[src/rtl/ket_pkg.sv]
// Package with the shared constants and codes of the keyed entry table.
package ket_pkg;

   localparam int ENTRIES_DEFAULT    = 64;
   localparam int KEY_BITS_DEFAULT   = 32;
   localparam int VALUE_BITS_DEFAULT = 32;

   localparam int MODE_W      = 2;
   localparam int KEY_W       = 32;
   localparam int VALUE_W     = 32;
   localparam int STATUS_W    = 2;
   localparam int REQ_TDATA_W = 72;
   localparam int RSP_TDATA_W = 40;

   localparam logic [MODE_W-1:0] MODE_FIND   = 2'd0;
   localparam logic [MODE_W-1:0] MODE_ADD    = 2'd1;
   localparam logic [MODE_W-1:0] MODE_REMOVE = 2'd2;
   localparam logic [MODE_W-1:0] MODE_UNUSED = 2'd3;

   localparam logic [STATUS_W-1:0] STATUS_OK        = 2'd0;
   localparam logic [STATUS_W-1:0] STATUS_NOT_FOUND = 2'd1;
   localparam logic [STATUS_W-1:0] STATUS_FULL      = 2'd2;
   localparam logic [STATUS_W-1:0] STATUS_ZERO_KEY  = 2'd3;

endpackage

[src/rtl/keyed_entry_table_core.sv]
// Top level of the keyed entry table: a slot memory searched linearly per operation.
//
//   Channel   Direction   tdata fields (lowest bit up)
//   req       in          mode[1:0], key[33:2], value[65:34], zero pad to 72 bits
//   rsp       out         status[1:0], value_out[33:2], replaced[34], zero pad to 40 bits
//
// A find, add or remove runs from acceptance through the scan, which reads one slot per cycle
// through the single memory read port, then the drain and commit states, to the result word.
// A zero key or the unused mode goes straight to the done state without a scan.
// After reset a clearing pass writes every slot to zero with req_tready low. A result
// word waiting on rsp_tready holds the block before its next acceptance only once the
// following result is ready to be shown.
module keyed_entry_table_core #(
   parameter int ENTRIES    = ket_pkg::ENTRIES_DEFAULT,
   parameter int KEY_BITS   = ket_pkg::KEY_BITS_DEFAULT,
   parameter int VALUE_BITS = ket_pkg::VALUE_BITS_DEFAULT
) (
   input  logic                             clock,
   input  logic                             reset,
   input  logic                             req_tvalid,
   output logic                             req_tready,
   // Fields from bit 0: mode, key, value, zero pad.
   input  logic [ket_pkg::REQ_TDATA_W-1:0]  req_tdata,
   output logic                             rsp_tvalid,
   input  logic                             rsp_tready,
   // Fields from bit 0: status, value_out, replaced, zero pad.
   output logic [ket_pkg::RSP_TDATA_W-1:0]  rsp_tdata
);

   localparam int IW = $clog2(ENTRIES);
   localparam int EW = KEY_BITS + VALUE_BITS;
   localparam logic [IW-1:0] LAST_IDX = IW'(ENTRIES - 1);

   localparam logic [2:0] S_CLEAR  = 3'd0;
   localparam logic [2:0] S_IDLE   = 3'd1;
   localparam logic [2:0] S_SCAN   = 3'd2;
   localparam logic [2:0] S_DRAIN  = 3'd3;
   localparam logic [2:0] S_COMMIT = 3'd4;
   localparam logic [2:0] S_DONE   = 3'd5;

   logic [EW-1:0] slot_mem [ENTRIES];
   logic [EW-1:0] rd_data_ff;

   logic [2:0]    state_ff, state_in;
   logic [IW-1:0] ad_ff, ad_in;
   logic          rd_valid_ff, rd_valid_in;
   logic [IW-1:0] rd_idx_ff;
   logic          hit_ff, hit_in;
   logic          free_ff, free_in;
   logic [IW-1:0] hit_idx_ff, hit_idx_in;
   logic [IW-1:0] free_idx_ff, free_idx_in;
   logic [VALUE_BITS-1:0] hit_val_ff, hit_val_in;

   logic [ket_pkg::MODE_W-1:0] mode_ff, mode_in;
   logic [KEY_BITS-1:0]        key_ff, key_in;
   logic [VALUE_BITS-1:0]      val_ff, val_in;

   logic [ket_pkg::STATUS_W-1:0] res_status_ff, res_status_in;
   logic [ket_pkg::VALUE_W-1:0]  res_value_ff, res_value_in;
   logic                         res_repl_ff, res_repl_in;

   logic                         rsp_valid_ff, rsp_valid_in;
   logic [ket_pkg::STATUS_W-1:0] rsp_status_ff, rsp_status_in;
   logic [ket_pkg::VALUE_W-1:0]  rsp_value_ff, rsp_value_in;
   logic                         rsp_repl_ff, rsp_repl_in;

   logic          wr_en;
   logic [IW-1:0] wr_addr;
   logic [EW-1:0] wr_data;

   logic                  req_accept;
   logic [KEY_BITS-1:0]   req_key;
   logic [VALUE_BITS-1:0] req_val;
   logic [KEY_BITS-1:0]   rd_key;
   logic [VALUE_BITS-1:0] rd_val;
   logic                  key_hit;
   logic                  key_free;

   assign req_tready = (state_ff == S_IDLE);
   assign req_accept = req_tvalid && req_tready;
   assign req_key    = KEY_BITS'(req_tdata[33:2]);
   assign req_val    = VALUE_BITS'(req_tdata[65:34]);

   assign rd_key   = rd_data_ff[EW-1:VALUE_BITS];
   assign rd_val   = rd_data_ff[VALUE_BITS-1:0];
   assign key_hit  = rd_valid_ff && (rd_key == key_ff);
   assign key_free = rd_valid_ff && (rd_key == '0);

   assign rsp_tvalid = rsp_valid_ff;
   assign rsp_tdata  = {5'd0, rsp_repl_ff, rsp_value_ff, rsp_status_ff};

   always_ff @(posedge clock) begin
      if (wr_en) begin
         slot_mem[wr_addr] <= wr_data;
      end
      rd_data_ff <= slot_mem[ad_ff];
   end

   always_comb begin
      state_in      = state_ff;
      ad_in         = ad_ff;
      rd_valid_in   = (state_ff == S_SCAN);
      hit_in        = hit_ff | key_hit;
      free_in       = free_ff | key_free;
      hit_idx_in    = hit_idx_ff;
      free_idx_in   = free_idx_ff;
      hit_val_in    = hit_val_ff;
      mode_in       = mode_ff;
      key_in        = key_ff;
      val_in        = val_ff;
      res_status_in = res_status_ff;
      res_value_in  = res_value_ff;
      res_repl_in   = res_repl_ff;
      rsp_valid_in  = rsp_valid_ff && !rsp_tready;
      rsp_status_in = rsp_status_ff;
      rsp_value_in  = rsp_value_ff;
      rsp_repl_in   = rsp_repl_ff;
      wr_en         = 1'b0;
      wr_addr       = ad_ff;
      wr_data       = '0;

      if (key_hit && !hit_ff) begin
         hit_idx_in = rd_idx_ff;
         hit_val_in = rd_val;
      end
      if (key_free && !free_ff) begin
         free_idx_in = rd_idx_ff;
      end

      case (state_ff)
         S_CLEAR: begin
            wr_en = 1'b1;
            ad_in = ad_ff + 1'b1;
            if (ad_ff == LAST_IDX) begin
               ad_in    = '0;
               state_in = S_IDLE;
            end
         end
         S_IDLE: begin
            if (req_accept) begin
               mode_in       = req_tdata[1:0];
               key_in        = req_key;
               val_in        = req_val;
               res_status_in = ket_pkg::STATUS_OK;
               res_value_in  = '0;
               res_repl_in   = 1'b0;
               ad_in         = '0;
               hit_in        = 1'b0;
               free_in       = 1'b0;
               if (req_tdata[1:0] == ket_pkg::MODE_UNUSED) begin
                  state_in = S_DONE;
               end else if (req_key == '0) begin
                  res_status_in = ket_pkg::STATUS_ZERO_KEY;
                  state_in      = S_DONE;
               end else begin
                  state_in = S_SCAN;
               end
            end
         end
         S_SCAN: begin
            ad_in = ad_ff + 1'b1;
            if (ad_ff == LAST_IDX) begin
               ad_in    = '0;
               state_in = S_DRAIN;
            end
         end
         S_DRAIN: begin
            state_in = S_COMMIT;
         end
         S_COMMIT: begin
            state_in = S_DONE;
            case (mode_ff)
               ket_pkg::MODE_FIND: begin
                  if (hit_ff) begin
                     res_value_in = ket_pkg::VALUE_W'(hit_val_ff);
                  end else begin
                     res_status_in = ket_pkg::STATUS_NOT_FOUND;
                  end
               end
               ket_pkg::MODE_ADD: begin
                  wr_data = {key_ff, val_ff};
                  if (hit_ff) begin
                     wr_en        = 1'b1;
                     wr_addr      = hit_idx_ff;
                     res_value_in = ket_pkg::VALUE_W'(val_ff);
                     res_repl_in  = 1'b1;
                  end else if (free_ff) begin
                     wr_en        = 1'b1;
                     wr_addr      = free_idx_ff;
                     res_value_in = ket_pkg::VALUE_W'(val_ff);
                  end else begin
                     res_status_in = ket_pkg::STATUS_FULL;
                  end
               end
               ket_pkg::MODE_REMOVE: begin
                  wr_en   = hit_ff;
                  wr_addr = hit_idx_ff;
               end
               default: begin
               end
            endcase
         end
         S_DONE: begin
            if (!rsp_valid_ff || rsp_tready) begin
               rsp_valid_in  = 1'b1;
               rsp_status_in = res_status_ff;
               rsp_value_in  = res_value_ff;
               rsp_repl_in   = res_repl_ff;
               state_in      = S_IDLE;
            end
         end
         default: begin
            state_in = S_IDLE;
         end
      endcase
   end

   always_ff @(posedge clock) begin
      if (reset) begin
         state_ff     <= S_CLEAR;
         ad_ff        <= '0;
         rd_valid_ff  <= 1'b0;
         hit_ff       <= 1'b0;
         free_ff      <= 1'b0;
         rsp_valid_ff <= 1'b0;
      end else begin
         state_ff     <= state_in;
         ad_ff        <= ad_in;
         rd_valid_ff  <= rd_valid_in;
         hit_ff       <= hit_in;
         free_ff      <= free_in;
         rsp_valid_ff <= rsp_valid_in;
      end
   end

   always_ff @(posedge clock) begin
      rd_idx_ff     <= ad_ff;
      hit_idx_ff    <= hit_idx_in;
      free_idx_ff   <= free_idx_in;
      hit_val_ff    <= hit_val_in;
      mode_ff       <= mode_in;
      key_ff        <= key_in;
      val_ff        <= val_in;
      res_status_ff <= res_status_in;
      res_value_ff  <= res_value_in;
      res_repl_ff   <= res_repl_in;
      rsp_status_ff <= rsp_status_in;
      rsp_value_ff  <= rsp_value_in;
      rsp_repl_ff   <= rsp_repl_in;
   end

endmodule
[config.mk]
export PLATFORM = sky130hd
export DESIGN_NAME = keyed_entry_table_core
export DESIGN_NICKNAME = d
export VERILOG_FILES = /design/src/rtl/ket_pkg.sv /design/src/rtl/keyed_entry_table_core.sv
export SDC_FILE = /design/constraint.sdc
export NUM_CORES = 2
export LEC_CHECK = 0
export BUFFER_PORTS_ARGS = -buffer_cell sky130_fd_sc_hd__buf_2
export CORE_MARGIN = 2
export CORE_UTILIZATION = 55
export DETAILED_ROUTE_END_ITERATION = 6
export PLACE_DENSITY = 0.71
export SYNTH_ARGS = -nofsm -noshare
export SYNTH_HDL_FRONTEND = slang
export SYNTH_SLANG_ARGS = --single-unit
[constraint.sdc]
create_clock -name clock -period 12.22 [get_ports clock]
set_input_delay 0.611 -clock clock [delete_from_list [all_inputs] [get_ports clock]]
set_output_delay 0.611 -clock clock [all_outputs]
set_load 0.01 [all_outputs]
==> impl_metrics.toml <==
[floorplan]
dieArea_um2 = 303000
io_pins = 118
die_h_um = 550
start_util = 0.553
die_x_um = 550
core_area_um2 = 297000
row_count = 200

[setup_path]
cpMaxStageDelayCell = "sky130_fd_sc_hd__buf_4"
timing.setup.critical_path_class = "reg -> reg"
cpPeakStageDelay_ps = 810
crit_path_cell_trace = "inv_1 > ha_4 > buf_4 > a21boi_0 > o21ai_0 > a221o_1 > nor4_2 > buf_4 > buf_4"
critical_path.top_delay_family = "buffers and inverters"
cp_common_cell = "sky130_fd_sc_hd__buf_4"
worst-path-buf-inv = 4
startpoint_type_of_the_worst_setup_path = "flop"
endpoint_kind = "flop"
critPathArrivalTime_ps = 6440
cp_max_fanout = 35
critical_path_required_ps = 12750

[clock_tree]
cts.path.max_buffers = 4
cts_setup_buffers = 0
worst_skew_pair.late_latency_ps = 940
cts.root.buffer_cell = "sky130_fd_sc_hd__clkbuf_16"
tritoncts = "done"
clkTransAtPathRegs_ps = 60
ctsHtreeMaxLevel = 5
cts-buffers-inserted = 412
clkSinkCount = 4359
cts_repair_resize_count = 0

[placed_design]
dp.cells = 11046
dp_slack_ps = 6600
finalWeightedCongestion = 0.873
port_buffers = 106
hpwl_um = 226000

[synth]
synth_seq_cells = 4359
synth-edff-count = 4276
synthFlopType = "sky130_fd_sc_hd__edfxtp_1"
syn_area_per_cell_um2 = 22.8
post_synth_instance_area_um2 = 164000
synth_area_leaders = "sky130_fd_sc_hd__edfxtp_1, sky130_fd_sc_hd__mux4_2, sky130_fd_sc_hd__mux2i_1"
synth_top_cells_by_count = "sky130_fd_sc_hd__edfxtp_1, sky130_fd_sc_hd__mux4_2, sky130_fd_sc_hd__mux2i_1, sky130_fd_sc_hd__clkbuf_1, sky130_fd_sc_hd__a22oi_1"
synth_async_sr_flop_share = 0
synth_top_cell_by_area = "sky130_fd_sc_hd__edfxtp_1"
post_synth_inst_count = 7184
synthDominantCellAreaShare = 0.782
yosys.cell_types.count = 69
synth_most_common_cell = "sky130_fd_sc_hd__edfxtp_1"
ys_seq_area_frac = 0.792
ys_warn_count = 0

[finish]
ratio_of_cells_with_drive_above_1_in_the_final_layout = 0.256
final-instance-count-excl-fill = 11872
syn2layout_area_growth_pct = 12.2
finalCoreUtilization = 0.620
fin_nets = 7668

[sta]
setup_ws_ps = 6310
grt_setup_unrepaired = "false"
timing.final.setup_violations = 0
max_slew.worst_pin.slew_ps = 1320
fin_setup_tns_ps = 0
max_clock_freq_mhz = 169
finalMaxSlewViolations = 0
fin_crit_ps = 5910
slew-limit-headroom = 0.117
period_share = 0.484
skew_final_ps = 43.7
final_hold_viol_count = 0

[routing]
drt-total-wl_um = 448000
number_of_iterations_in_the_first_detailed_routing_pass = 6
avgViaCountPerCell = 7.01
first_iter_violations = 14607
antenna_left = 0
remaining_drcs = 0
routed-via-count = 83176
wire_per_inst_um = 37.7

[grt]
grt_pass1_wl_um = 621000
gr_usage_total = 0.295
grt_pass1_vias = 81432
grt_antenna_before_repair = 11
maximum_number_of_pins_on_one_net_before_global_route_repair = 122
grt-ovfl-total = 0

[power]
power.combinational.fraction = 0.103
clock_power_share = 0.386
swShare = 0.232
ir_drop_worst_vdd_mv = 0.144
power.total_uw = 32900
internal_power_uw = 25300
total_switching_power_uw = 7630
p_seq_frac = 0.512
power_leakage_uw = 0.0538
power_density_nw_per_um2 = 179

[run_status]
result_of_the_run = "finished clean"

[hold_path]
min-delay-path-class = "in -> reg"

[job]
cap_violations = 0
path summary, 6_finish.rpt:
| kind | start | end | slack, ps | cells after the start |
|---|---|---|---|---|
| max | mode_ff[1] | slot_mem[42][12] | 6310 | 9 |
| min reg2reg | rd_data_ff[3] | hit_val_ff[3] | 410 | 0 |
| max reg2reg | mode_ff[1] | slot_mem[42][12] | 6310 | 9 |
| min | req_tvalid | state_ff[2] | 150 | 3 |
cell usage in the layout, fill, tap and decap left out, types with 7 or more instances in the layout:
cell                            count
sky130_fd_sc_hd__dlygate4sd3_1     67
sky130_fd_sc_hd__o21ai_0           13
sky130_fd_sc_hd__buf_2            106
sky130_fd_sc_hd__nor3b_2            9
sky130_fd_sc_hd__nor4_1            21
sky130_fd_sc_hd__o221ai_1          77
sky130_fd_sc_hd__o22ai_1           95
sky130_fd_sc_hd__a22oi_1          148
sky130_fd_sc_hd__clkinv_1          70
sky130_fd_sc_hd__clkbuf_1          97
sky130_fd_sc_hd__xor2_1            18
sky130_fd_sc_hd__a221oi_1          93
sky130_fd_sc_hd__or3_1             18
sky130_fd_sc_hd__a22o_1           140
sky130_fd_sc_hd__clkbuf_16        417
sky130_fd_sc_hd__and2_1            23
sky130_fd_sc_hd__nor3_1            24
sky130_fd_sc_hd__a211o_1           46
sky130_fd_sc_hd__inv_1              9
sky130_fd_sc_hd__nand2b_1           7
sky130_fd_sc_hd__clkinvlp_4        12
sky130_fd_sc_hd__a21oi_1           48
sky130_fd_sc_hd__dfxtp_1           78
sky130_fd_sc_hd__buf_4            240
sky130_fd_sc_hd__buf_12             7
sky130_fd_sc_hd__mux4_2           929
sky130_fd_sc_hd__nand4_1           14
sky130_fd_sc_hd__clkbuf_8          24
sky130_fd_sc_hd__edfxtp_1        4276
sky130_fd_sc_hd__nor4_2            56
sky130_fd_sc_hd__xnor2_1           17
sky130_fd_sc_hd__mux2i_1          229
sky130_fd_sc_hd__a211oi_1         114
sky130_fd_sc_hd__clkinv_2          76
sky130_fd_sc_hd__and2_2            52
sky130_fd_sc_hd__nand2_1           40
sky130_fd_sc_hd__bufinv_16         39
sky130_fd_sc_hd__nor2_1            54
layout make-up:
| class | count | area, µm² |
|---|---|---|
| antenna | 4 | 10.0 |
| clock buffer | 538 | 11100 |
| clock inverter | 217 | 2200 |
| fill | 19562 | 113000 |
| inverter | 9 | 33.8 |
| multi-input combinational | 2386 | 32600 |
| sequential | 4359 | 130000 |
| tap | 3939 | 4930 |
| timing repair buffer | 420 | 3140 |
worst min-delay path, delay by kind of cell:
kind	cells	cell delay, ps
buffers and inverters	1	140
AO/OA/AOI/OAI	2	280
flip-flops by register name, summed over array words and instances (netlist names), 2 cells and up:
| signal | flops |
|---|---|
| slot_mem | 4096 |
| free_idx_ff | 6 |
| res_value_ff | 32 |
| hit_idx_ff | 6 |
| rsp_status_ff | 2 |
| hit_val_ff | 32 |
| val_ff | 32 |
| rd_idx_ff | 6 |
| rd_data_ff | 64 |
| ad_ff | 6 |
| rsp_value_ff | 32 |
| key_ff | 32 |
| mode_ff | 2 |
| state_ff | 3 |
| res_status_ff | 2 |
metrics by stage:
step | area (µm²) | hold slack (ps)
3_3_place_gp | 170000 | 387
2_1_floorplan | 164000 | 350
6_report | 184000 | 150
4_1_cts | 184000 | 89.2
3_5_place_dp | 170000 | 395
5_1_grt | 184000 | 149
power by group through the flow:
stage                     logic, µW  clock network, µW  registers, µW
final                          3380              12700          16900
after global routing           3550              13300          16800
after CTS                      3370              12800          16800
after detailed placement       3340                  0          17200
after global placement         3300                  0          17100
after floorplan                2450                  0          17000
per-layer routing:
layer / global-route usage / vias to the layer above / share of wire
li1: - / 31763 / -
met4: 0.135 / 4 / 0.053
met3: 0.0662 / 1050 / 0.13
met5: 0 / - / 0.000056
met1: 0.421 / 43796 / 0.36
met2: 0.440 / 6563 / 0.45
kinds of logic after synthesis:
logic type | count (synthesis) | share of synthesized area
adders and majority gates | 4 | 0.000305
other | 1 | 0.0000228
DFF | 4359 | 0.792
AOI/OAI and AO/OA | 808 | 0.0382
muxes | 1158 | 0.141
and+or+nand+nor | 376 | 0.0130
buffers and inverters | 443 | 0.0128
xor gates and xnor gates | 35 | 0.00187
timing repair:
item / in CTS / in global routing
hold endpoints to repair: 68 / 0
setup endpoints to repair: 0 / 0
hold buffers: 67 / 0
No activity file was read; power rests on OpenSTA's default activity.
